File: src/rtl/osm_pkg.sv
// osm_pkg: shared constants and types for the order statistic multiset
// no dependencies; compiled before the interfaces and the core

package osm_pkg;

    localparam int CAPACITY = 64;
    localparam int AW       = $clog2(CAPACITY);
    localparam int CW       = $clog2(CAPACITY + 1);

    localparam int KW  = 48;
    localparam int NW  = 16;
    localparam int TW  = 22;

    localparam logic [NW-1:0] MAX_COUNT = {NW{1'b1}};

    localparam logic [2:0] OP_INSERT = 3'd0;
    localparam logic [2:0] OP_ERASE  = 3'd1;
    localparam logic [2:0] OP_FIND   = 3'd2;
    localparam logic [2:0] OP_LOWER  = 3'd3;
    localparam logic [2:0] OP_SELECT = 3'd4;
    localparam logic [2:0] OP_POS    = 3'd5;
    localparam logic [2:0] OP_ADD    = 3'd6;
    localparam logic [2:0] OP_CLEAR  = 3'd7;

    localparam logic [1:0] ST_OK       = 2'd0;
    localparam logic [1:0] ST_FULL     = 2'd1;
    localparam logic [1:0] ST_MISSING  = 2'd2;
    localparam logic [1:0] ST_SATURATE = 2'd3;

    typedef struct packed {
        logic [KW-1:0] key;
        logic [NW-1:0] cnt;
    } entry_t;

    typedef enum logic [3:0] {
        S_IDLE,
        S_RD,
        S_CMP,
        S_ACT,
        S_SHR_RD,
        S_SHR_WR,
        S_SHL_RD,
        S_SHL_WR,
        S_SAT,
        S_DONE
    } state_t;

endpackage

File: src/rtl/osm_if.sv
// osm_req_if and osm_rsp_if: valid/ready channels of the multiset core
// no dependencies

interface osm_req_if;
    logic        valid;
    logic        ready;
    logic [2:0]  op;
    logic [31:0] key;
    logic [7:0]  times;
    logic [21:0] index;

    modport source (output valid, op, key, times, index, input ready);
    modport sink   (input valid, op, key, times, index, output ready);
endinterface

interface osm_rsp_if;
    logic        valid;
    logic        ready;
    logic        found;
    logic [31:0] value;
    logic [21:0] rank;
    logic [21:0] total_size;
    logic [1:0]  status;

    modport source (output valid, found, value, rank, total_size, status, input ready);
    modport sink   (input valid, found, value, rank, total_size, status, output ready);
endinterface

File: src/rtl/order_statistic_multiset_core.sv
// order_statistic_multiset_core: sorted key/count memory with a sequencer
// depends on osm_pkg and the osm_req_if / osm_rsp_if interfaces
//
// usage
//   req carries one operation per beat (op, key, times, index); rsp returns
//   exactly one result beat per request (found, value, rank, total_size,
//   status). one request is worked on at a time; req.ready is high while
//   the sequencer is idle.
//   keys and counts sit in one single-port synchronous memory of CAPACITY
//   entries in ascending order. each entry visited takes a read state and
//   then a compare state (S_RD, S_CMP), up to the position where the
//   search stops. insert of a new key and removing erase then shift the
//   tail one entry at a time, a read state then a write state per entry.
//   add to all, clear and select out of range skip the search and go
//   straight to the result.
//   the result is held in an output register; while rsp is stalled the
//   next request is still worked on and waits at its end until the
//   output register frees.
//   reset empties the set and zeroes the offset at once; the memory is
//   not cleared, entries beyond the used count are never read.

module order_statistic_multiset_core
    import osm_pkg::*;
(
    input  logic       clk,
    input  logic       rst_n,
    osm_req_if.sink    req,
    osm_rsp_if.source  rsp
);

    entry_t mem [CAPACITY];
    entry_t rd_q;
    logic          mem_we, mem_re;
    logic [AW-1:0] mem_addr;
    entry_t        mem_wdata;

    state_t state_reg, state_next;
    logic [2:0]    op_reg, op_next;
    logic [KW-1:0] q_reg, q_next;
    logic [7:0]    times_reg, times_next;
    logic [TW-1:0] rem_reg, rem_next;
    logic [CW-1:0] pos_reg, pos_next;
    logic [CW-1:0] i_reg, i_next;
    logic [TW-1:0] before_reg, before_next;
    logic          exact_reg, exact_next;
    logic [NW-1:0] hit_cnt_reg, hit_cnt_next;
    logic [KW-1:0] eff_reg, eff_next;
    logic [CW-1:0] used_reg, used_next;
    logic [TW-1:0] total_reg, total_next;
    logic [KW-1:0] offset_reg, offset_next;
    logic          found_reg, found_next;
    logic [31:0]   value_reg, value_next;
    logic [TW-1:0] rank_reg, rank_next;
    logic [1:0]    status_reg, status_next;

    logic          rsp_valid_reg, rsp_valid_next;
    logic          rsp_found_reg, rsp_found_next;
    logic [31:0]   rsp_value_reg, rsp_value_next;
    logic [TW-1:0] rsp_rank_reg, rsp_rank_next;
    logic [TW-1:0] rsp_total_reg, rsp_total_next;
    logic [1:0]    rsp_status_reg, rsp_status_next;

    logic [KW-1:0] k48;
    logic [NW:0]   cnt_sum;

    assign k48     = {{(KW-32){req.key[31]}}, req.key};
    assign cnt_sum = {1'b0, hit_cnt_reg} + {{(NW-7){1'b0}}, times_reg};

    assign req.ready      = (state_reg == S_IDLE);
    assign rsp.valid      = rsp_valid_reg;
    assign rsp.found      = rsp_found_reg;
    assign rsp.value      = rsp_value_reg;
    assign rsp.rank       = rsp_rank_reg;
    assign rsp.total_size = rsp_total_reg;
    assign rsp.status     = rsp_status_reg;

    always_ff @(posedge clk)
    begin
        if (mem_we)
        begin
            mem[mem_addr] <= mem_wdata;
        end
        if (mem_re)
        begin
            rd_q <= mem[mem_addr];
        end
    end

    always_comb
    begin
        state_next      = state_reg;
        op_next         = op_reg;
        q_next          = q_reg;
        times_next      = times_reg;
        rem_next        = rem_reg;
        pos_next        = pos_reg;
        i_next          = i_reg;
        before_next     = before_reg;
        exact_next      = exact_reg;
        hit_cnt_next    = hit_cnt_reg;
        eff_next        = eff_reg;
        used_next       = used_reg;
        total_next      = total_reg;
        offset_next     = offset_reg;
        found_next      = found_reg;
        value_next      = value_reg;
        rank_next       = rank_reg;
        status_next     = status_reg;
        rsp_valid_next  = rsp_valid_reg && !rsp.ready;
        rsp_found_next  = rsp_found_reg;
        rsp_value_next  = rsp_value_reg;
        rsp_rank_next   = rsp_rank_reg;
        rsp_total_next  = rsp_total_reg;
        rsp_status_next = rsp_status_reg;
        mem_we    = 1'b0;
        mem_re    = 1'b0;
        mem_addr  = pos_reg[AW-1:0];
        mem_wdata = rd_q;

        case (state_reg)
            S_IDLE:
            begin
                if (req.valid)
                begin
                    op_next     = req.op;
                    q_next      = k48 - offset_reg;
                    times_next  = req.times;
                    rem_next    = req.index;
                    pos_next    = '0;
                    before_next = '0;
                    found_next  = 1'b0;
                    value_next  = '0;
                    rank_next   = '0;
                    status_next = ST_OK;
                    state_next  = S_RD;
                    case (req.op)
                        OP_ADD:
                        begin
                            if (used_reg != '0)
                            begin
                                offset_next = offset_reg + k48;
                            end
                            state_next = S_DONE;
                        end
                        OP_CLEAR:
                        begin
                            used_next   = '0;
                            total_next  = '0;
                            offset_next = '0;
                            state_next  = S_DONE;
                        end
                        OP_SELECT:
                        begin
                            if (req.index >= total_reg)
                            begin
                                status_next = ST_MISSING;
                                state_next  = S_DONE;
                            end
                        end
                        default:
                        begin
                            state_next = S_RD;
                        end
                    endcase
                end
            end

            S_RD:
            begin
                if (pos_reg == used_reg)
                begin
                    // ran past the last entry: no exact match
                    exact_next = 1'b0;
                    state_next = S_ACT;
                end
                else
                begin
                    mem_re     = 1'b1;
                    state_next = S_CMP;
                end
            end

            S_CMP:
            begin
                if (op_reg == OP_SELECT)
                begin
                    if (rem_reg < TW'(rd_q.cnt))
                    begin
                        eff_next   = rd_q.key + offset_reg;
                        state_next = S_SAT;
                    end
                    else
                    begin
                        rem_next   = rem_reg - TW'(rd_q.cnt);
                        pos_next   = pos_reg + 1'b1;
                        state_next = S_RD;
                    end
                end
                else if ($signed(rd_q.key) < $signed(q_reg))
                begin
                    before_next = before_reg + TW'(rd_q.cnt);
                    pos_next    = pos_reg + 1'b1;
                    state_next  = S_RD;
                end
                else
                begin
                    exact_next   = (rd_q.key == q_reg);
                    hit_cnt_next = rd_q.cnt;
                    state_next   = S_ACT;
                end
            end

            S_ACT:
            begin
                state_next = S_DONE;
                case (op_reg)
                    OP_INSERT:
                    begin
                        if (times_reg == '0)
                        begin
                            status_next = ST_OK;
                        end
                        else if (exact_reg)
                        begin
                            mem_we = 1'b1;
                            mem_wdata.key = q_reg;
                            if (cnt_sum[NW])
                            begin
                                mem_wdata.cnt = MAX_COUNT;
                                status_next   = ST_SATURATE;
                                total_next    = total_reg + TW'(MAX_COUNT - hit_cnt_reg);
                            end
                            else
                            begin
                                mem_wdata.cnt = cnt_sum[NW-1:0];
                                total_next    = total_reg + TW'(times_reg);
                            end
                        end
                        else if (used_reg >= CW'(CAPACITY))
                        begin
                            status_next = ST_FULL;
                        end
                        else
                        begin
                            i_next     = used_reg;
                            state_next = S_SHR_RD;
                        end
                    end
                    OP_ERASE:
                    begin
                        if (!exact_reg)
                        begin
                            status_next = ST_MISSING;
                        end
                        else if (NW'(times_reg) >= hit_cnt_reg)
                        begin
                            total_next = total_reg - TW'(hit_cnt_reg);
                            i_next     = pos_reg;
                            state_next = S_SHL_RD;
                        end
                        else
                        begin
                            mem_we        = 1'b1;
                            mem_wdata.key = q_reg;
                            mem_wdata.cnt = hit_cnt_reg - NW'(times_reg);
                            total_next    = total_reg - TW'(times_reg);
                        end
                    end
                    OP_FIND:
                    begin
                        found_next  = exact_reg;
                        status_next = exact_reg ? ST_OK : ST_MISSING;
                    end
                    OP_LOWER:
                    begin
                        rank_next = before_reg;
                    end
                    OP_POS:
                    begin
                        found_next  = exact_reg;
                        rank_next   = exact_reg ? before_reg : '0;
                        status_next = exact_reg ? ST_OK : ST_MISSING;
                    end
                    default:
                    begin
                        status_next = ST_OK;
                    end
                endcase
            end

            // open a slot at pos by moving the tail up one entry
            S_SHR_RD:
            begin
                if (i_reg == pos_reg)
                begin
                    mem_we        = 1'b1;
                    mem_addr      = pos_reg[AW-1:0];
                    mem_wdata.key = q_reg;
                    mem_wdata.cnt = NW'(times_reg);
                    used_next     = used_reg + 1'b1;
                    total_next    = total_reg + TW'(times_reg);
                    state_next    = S_DONE;
                end
                else
                begin
                    mem_re     = 1'b1;
                    mem_addr   = AW'(i_reg - 1'b1);
                    state_next = S_SHR_WR;
                end
            end

            S_SHR_WR:
            begin
                mem_we     = 1'b1;
                mem_addr   = i_reg[AW-1:0];
                mem_wdata  = rd_q;
                i_next     = i_reg - 1'b1;
                state_next = S_SHR_RD;
            end

            // close the gap at pos by moving the tail down one entry
            S_SHL_RD:
            begin
                if ((CW+1)'(i_reg) + 1'b1 >= (CW+1)'(used_reg))
                begin
                    used_next  = used_reg - 1'b1;
                    state_next = S_DONE;
                end
                else
                begin
                    mem_re     = 1'b1;
                    mem_addr   = AW'(i_reg + 1'b1);
                    state_next = S_SHL_WR;
                end
            end

            S_SHL_WR:
            begin
                mem_we     = 1'b1;
                mem_addr   = i_reg[AW-1:0];
                mem_wdata  = rd_q;
                i_next     = i_reg + 1'b1;
                state_next = S_SHL_RD;
            end

            S_SAT:
            begin
                found_next = 1'b1;
                if ($signed(eff_reg) < -$signed(KW'(64'h8000_0000)))
                begin
                    value_next = 32'h8000_0000;
                end
                else if ($signed(eff_reg) > $signed(KW'(64'h7FFF_FFFF)))
                begin
                    value_next = 32'h7FFF_FFFF;
                end
                else
                begin
                    value_next = eff_reg[31:0];
                end
                state_next = S_DONE;
            end

            S_DONE:
            begin
                if (!rsp_valid_reg || rsp.ready)
                begin
                    rsp_valid_next  = 1'b1;
                    rsp_found_next  = found_reg;
                    rsp_value_next  = value_reg;
                    rsp_rank_next   = rank_reg;
                    rsp_total_next  = total_reg;
                    rsp_status_next = status_reg;
                    state_next      = S_IDLE;
                end
            end

            default:
            begin
                state_next = S_IDLE;
            end
        endcase
    end

    always_ff @(posedge clk or negedge rst_n)
    begin
        if (!rst_n)
        begin
            state_reg     <= S_IDLE;
            used_reg      <= '0;
            total_reg     <= '0;
            offset_reg    <= '0;
            rsp_valid_reg <= 1'b0;
        end
        else
        begin
            state_reg     <= state_next;
            used_reg      <= used_next;
            total_reg     <= total_next;
            offset_reg    <= offset_next;
            rsp_valid_reg <= rsp_valid_next;
        end
    end

    always_ff @(posedge clk)
    begin
        op_reg         <= op_next;
        q_reg          <= q_next;
        times_reg      <= times_next;
        rem_reg        <= rem_next;
        pos_reg        <= pos_next;
        i_reg          <= i_next;
        before_reg     <= before_next;
        exact_reg      <= exact_next;
        hit_cnt_reg    <= hit_cnt_next;
        eff_reg        <= eff_next;
        found_reg      <= found_next;
        value_reg      <= value_next;
        rank_reg       <= rank_next;
        status_reg     <= status_next;
        rsp_found_reg  <= rsp_found_next;
        rsp_value_reg  <= rsp_value_next;
        rsp_rank_reg   <= rsp_rank_next;
        rsp_total_reg  <= rsp_total_next;
        rsp_status_reg <= rsp_status_next;
    end

`ifndef SYNTH
    a_used_bound: assert property (@(posedge clk) disable iff (!rst_n)
        used_reg <= CW'(CAPACITY))
        else $error("distinct count above capacity");

    // on a removing erase the total drops in S_ACT, before the used count drops at the end of the shift
    a_empty_total: assert property (@(posedge clk) disable iff (!rst_n)
        (state_reg == S_IDLE) |-> ((used_reg == '0) == (total_reg == '0)))
        else $error("element total disagrees with distinct count");

    a_scan_bound: assert property (@(posedge clk) disable iff (!rst_n)
        (state_reg == S_RD || state_reg == S_CMP) |-> pos_reg <= used_reg)
        else $error("search ran beyond used entries");

    a_accept_busy: assert property (@(posedge clk) disable iff (!rst_n)
        (req.valid && req.ready) |=> state_reg != S_IDLE)
        else $error("accepted beat did not start work");
`endif

endmodule
File: src/flat_wrapper.sv
// flat-port wrapper written by rule: the top's interface ports become plain ports
module order_statistic_multiset_core_flat import osm_pkg::*;
  (clk, rst_n, req_valid, req_op, req_key, req_times, req_index, req_ready, rsp_valid, rsp_found, rsp_value, rsp_rank, rsp_total_size, rsp_status, rsp_ready);
  osm_req_if req_i ();
  osm_rsp_if rsp_i ();
  input  logic clk;
  input  logic rst_n;
  input wire logic [$bits(req_i.valid)-1:0] req_valid;
  input wire logic [$bits(req_i.op)-1:0] req_op;
  input wire logic [$bits(req_i.key)-1:0] req_key;
  input wire logic [$bits(req_i.times)-1:0] req_times;
  input wire logic [$bits(req_i.index)-1:0] req_index;
  output wire logic [$bits(req_i.ready)-1:0] req_ready;
  output wire logic [$bits(rsp_i.valid)-1:0] rsp_valid;
  output wire logic [$bits(rsp_i.found)-1:0] rsp_found;
  output wire logic [$bits(rsp_i.value)-1:0] rsp_value;
  output wire logic [$bits(rsp_i.rank)-1:0] rsp_rank;
  output wire logic [$bits(rsp_i.total_size)-1:0] rsp_total_size;
  output wire logic [$bits(rsp_i.status)-1:0] rsp_status;
  input wire logic [$bits(rsp_i.ready)-1:0] rsp_ready;
  assign req_i.valid = req_valid;
  assign req_i.op = req_op;
  assign req_i.key = req_key;
  assign req_i.times = req_times;
  assign req_i.index = req_index;
  assign req_ready = req_i.ready;
  assign rsp_valid = rsp_i.valid;
  assign rsp_found = rsp_i.found;
  assign rsp_value = rsp_i.value;
  assign rsp_rank = rsp_i.rank;
  assign rsp_total_size = rsp_i.total_size;
  assign rsp_status = rsp_i.status;
  assign rsp_i.ready = rsp_ready;
  order_statistic_multiset_core u_core (.clk(clk), .rst_n(rst_n), .req(req_i), .rsp(rsp_i));
endmodule
File: config.mk
export PLATFORM = sky130hd
export DESIGN_NAME = order_statistic_multiset_core_flat
export DESIGN_NICKNAME = d
export VERILOG_FILES = /design/src/rtl/osm_pkg.sv /design/src/rtl/osm_if.sv /design/src/rtl/order_statistic_multiset_core.sv /design/src/flat_wrapper.sv
export SDC_FILE = /design/constraint.sdc
export NUM_CORES = 2
export LEC_CHECK = 0
export BUFFER_PORTS_ARGS = -buffer_cell sky130_fd_sc_hd__buf_4
export CAP_MARGIN = 20
export CORE_MARGIN = 1.5
export CORE_UTILIZATION = 30
export CTS_BUF_LIST = sky130_fd_sc_hd__clkbuf_4
export CTS_CLUSTER_DIAMETER = 40
export DETAILED_ROUTE_END_ITERATION = 16
export HOLD_SLACK_MARGIN = 0.06
export PLACE_DENSITY = 0.49
export SETUP_SLACK_MARGIN = 0.4
export SLEW_MARGIN = 20
export SYNTH_ARGS = -nofsm -noshare
export SYNTH_HDL_FRONTEND = slang
export SYNTH_SLANG_ARGS = --single-unit
File: constraint.sdc
create_clock -name clk -period 13.1 [get_ports clk]
set_input_delay 1.965 -clock clk [delete_from_list [all_inputs] [get_ports clk]]
set_output_delay 1.965 -clock clk [all_outputs]
set_load 0.01 [all_outputs]
==> results.sh <==
export IMPL_antenna_found_initial=34
export IMPL_synth_edff_count=4478
export IMPL_cts_max_path_buffers=5
export IMPL_clkLatencyLatePin_ns=1.84
export IMPL_viasPerCell=5.448
export IMPL_cts_buffers=1284
export IMPL_ff_latch_area_um2=136500
export IMPL_status="complete, no violations"
export IMPL_grt_max_degree=115
export IMPL_p_sw_share_pct=37.55
export IMPL_htree_levels=7
export IMPL_synth_cells=10880
export IMPL_largest_reg_flops=4096
export IMPL_avgRoutedWirePerCell_um=29.77
export IMPL_finalClockSkew_ns=0.1971
export IMPL_synth_top_area_share_pct=75.01
export IMPL_reg_largest_list="u_core.mem x4096, u_core.rd_q x64"
export IMPL_min_path_type="input pin to flop"
export IMPL_rr_startpoint="u_core.i_reg[0]"
export IMPL_drive_gt1_share_pct=20.56
export IMPL_synthArstFlopShare_pct=1.798
export IMPL_cts_tree="done"
export IMPL_setup_viol_count_final=0
export IMPL_power_per_cell_area_nw_per_um2=238.5
export IMPL_leakage_uw=0.06569
export IMPL_dp_hpwl_um=347500
export IMPL_cts_resized=0
export IMPL_num_io_pins=150
export IMPL_synth_distinct_cells=90
export IMPL_dr_first_iter_drc_count=13110
export IMPL_area_growth_pct=15.29
export IMPL_hold_path_startpoint="req_times[5]"
export IMPL_start_kind="flop"
export IMPL_cts_root_buf="clkbuf_4"
export IMPL_required_ns=14.40
export IMPL_fin_crit_ns=7.975
export IMPL_vias=112700
export IMPL_remaining_drc_errors=0
export IMPL_yosysSeqAreaShare_pct=76.15
export IMPL_fin_ws_ns=5.125
export IMPL_grt_pass1_wl_um=854300
export IMPL_fin_crit_sh_pct=60.88
export IMPL_cts_sinks=4560
export IMPL_path_clk_slew_ns=0.07
export IMPL_start_util_pct=30.15
export IMPL_synth_seq_cells=4560
export IMPL_core_rowCount=283
export IMPL_critical_path_max_fanout=34
export IMPL_tightest_slew_ns=1.260
export IMPL_top_register="u_core.mem"
export IMPL_fin_setup_tns_ns=0
export IMPL_p_clk_share_pct=25.2
export IMPL_power_frac_comb_pct=32.3
export IMPL_placed_cell_area_um2=191500
export IMPL_post_cts_buffers=0
export IMPL_syn_cell_area_um2=179300
export IMPL_arrival_ns=9.27
export IMPL_holdPathStages=1
export IMPL_syn_area_per_cell_um2=16.47
export IMPL_first_pass_iters=6
export IMPL_fillers=57130
export IMPL_io_buffer_count=149
export IMPL_yosys_warnings=0
export IMPL_synthFlopType="edfxtp_1"
export IMPL_cp_end_kind="flop"
export IMPL_fin_nets=12410
export IMPL_gp_congestion=0.8228
export IMPL_peakVddDrop_uv=180.2
export IMPL_hold_viol_final=0
export IMPL_finalWirelength_um=615600
export IMPL_path_class="flop to flop"
export IMPL_die_x_um=776.0
export IMPL_multiInputGateArea_um2=40160
export IMPL_power_frac_seq_pct=42.4
export IMPL_slew_headroom_pct=15.24
export IMPL_ant_nets=0
export IMPL_slew_viol_final=0
export IMPL_grt_pass1_vias=110100
export IMPL_grt_usage_pct=19.92
export IMPL_cap_viol_max_count=0
export IMPL_r2r_slack_ns=5.12
export IMPL_core_area_um2=594500
export IMPL_synthTopCellsByArea="edfxtp_1, a22oi_1, a41oi_1"
export IMPL_post_place_ws_ns=5.499
export IMPL_fmax_ghz=0.1254
export IMPL_grt_setup_unrepaired="no"
export IMPL_p_sw_uw=18510
export IMPL_die_h_um=776.0
export IMPL_fin_area_um2=206700
export IMPL_internal_power_uw=30780
export IMPL_synth_top_area_cell="edfxtp_1"
export IMPL_die_area_um2=602200
export IMPL_globalRouteOverflowTotal=0
export IMPL_hold_end="u_core.times_reg[5]"
export IMPL_rr_endpoint="u_core.mem[18][32]"
export IMPL_r2r_cells=17
-- per-stage QoR --
step	instances	power (uW)	util (%)	hold WS (ns)
4_1_cts	20650	49410	34.75	0.1632
2_1_floorplan	10890	29980	-	0.4003
3_5_place_dp	18570	36920	32.22	0.4045
5_1_grt	20670	51440	34.76	0.2025
6_report	20680	49290	34.76	0.3709
3_3_place_gp	18560	36850	32.20	0.4033
-- worst max-delay path, cell delays in order, from the launching register on --
cell	delay, ns
edfxtp_1	0.51
ha_1	0.29
and3_1	0.26
and3_1	0.24
xor2_1	0.15
ha_1	0.31
a21oi_1	0.20
o21ai_1	0.18
a211oi_1	0.68
a2bb2o_1	0.26
o21ai_0	0.23
nor3b_1	0.67
o21ai_4	0.11
buf_4	0.29
buf_4	0.42
nor2_4	0.97
buf_4	0.97
buf_4	0.60
-- cells in the mapped netlist (71+ instances only) --
master,instances
a21oi_1,257
edfxtp_1,4478
a22oi_1,2064
inv_1,264
buf_2,330
a41oi_1,519
nor4_1,156
a21o_1,111
xnor2_1,168
nand2_1,342
dfrtp_1,82
clkbuf_1,293
nor2_1,354
xor2_1,71
ha_1,314
o21ai_0,252
-- metal layers --
metal | global-route usage, % | routed length (um) | up-vias
met5 | 0 | 41 | -
met4 | 5.570 | 11690 | 6
met3 | 4.561 | 53240 | 725
met2 | 30.65 | 281100 | 5580
met1 | 28.23 | 269500 | 58440
li1 | - | - | 47910
-- kinds of logic (layout without fill, tap and decap cells) --
| kind of cell | Yosys count | count (layout) | share of synthesized area, % |
|---|---|---|---|
| flip-flops | 4560 | 4560 | 76.15 |
| buffers and inverters | 926 | 2852 | 2.237 |
| XOR/XNOR | 239 | 239 | 1.168 |
| AND/OR/NAND/NOR | 1261 | 1261 | 3.398 |
| multiplexers | 14 | 14 | 0.08096 |
| other | 1 | 34 | 0.002092 |
| AO/OA/AOI/OAI | 3556 | 3556 | 14.65 |
| adder cells (fa/ha/maj) | 325 | 325 | 2.314 |
-- layout by cell type (no fill, tap or decap), types with 199 or more instances in the layout --
cell and count:
edfxtp_1 4478, ha_1 314, o21ai_0 199, a41oi_1 517
a22oi_1 2064, inv_1 263, clkbuf_4 1875, buf_4 478
a21oi_1 256, nor2_1 288, nand2_1 339
-- worst max path at each step --
stage	slack, ns	depth (start not counted)	startpoint	endpoint
3_3_place_gp	5.36	17	u_core.i_reg[0]	u_core.mem[22][43]
4_1_cts	5.30	17	u_core.i_reg[0]	u_core.mem[22][32]
2_1_floorplan	6.49	16	u_core.i_reg[0]	u_core.mem[13][0]
6_report	5.12	17	u_core.i_reg[0]	u_core.mem[18][32]
5_1_grt	4.93	17	u_core.i_reg[0]	u_core.mem[18][32]
3_5_place_dp	5.50	17	u_core.i_reg[0]	u_core.mem[22][38]
-- power by group through the flow --
stage          registers [uW]  logic (uW)  clock network [uW]
4_1_cts                 20900       15800               12700
2_1_floorplan           21100        8910                   0
3_5_place_dp            21200       15700                   0
3_3_place_gp            21200       15700                   0
5_1_grt                 21000       17000               13500
6_report                20900       15900               12400
-- cell type report --
cell class              instances  area share [%]
inverters                     265          0.4819
clock inverters               208          0.4656
clock buffers                1875           6.811
diodes                         26         0.03148
well taps                    7837           4.745
multi-input cells            5403           19.43
repair buffers                504           1.976
flip-flops and latches       4560           66.06
-- timing repair --
action	in CTS	in global routing
endpoints found under the setup margin	0	0
hold endpoints to repair	34	0
hold buffers	1	0
No activity file was read; power rests on OpenSTA's default activity.
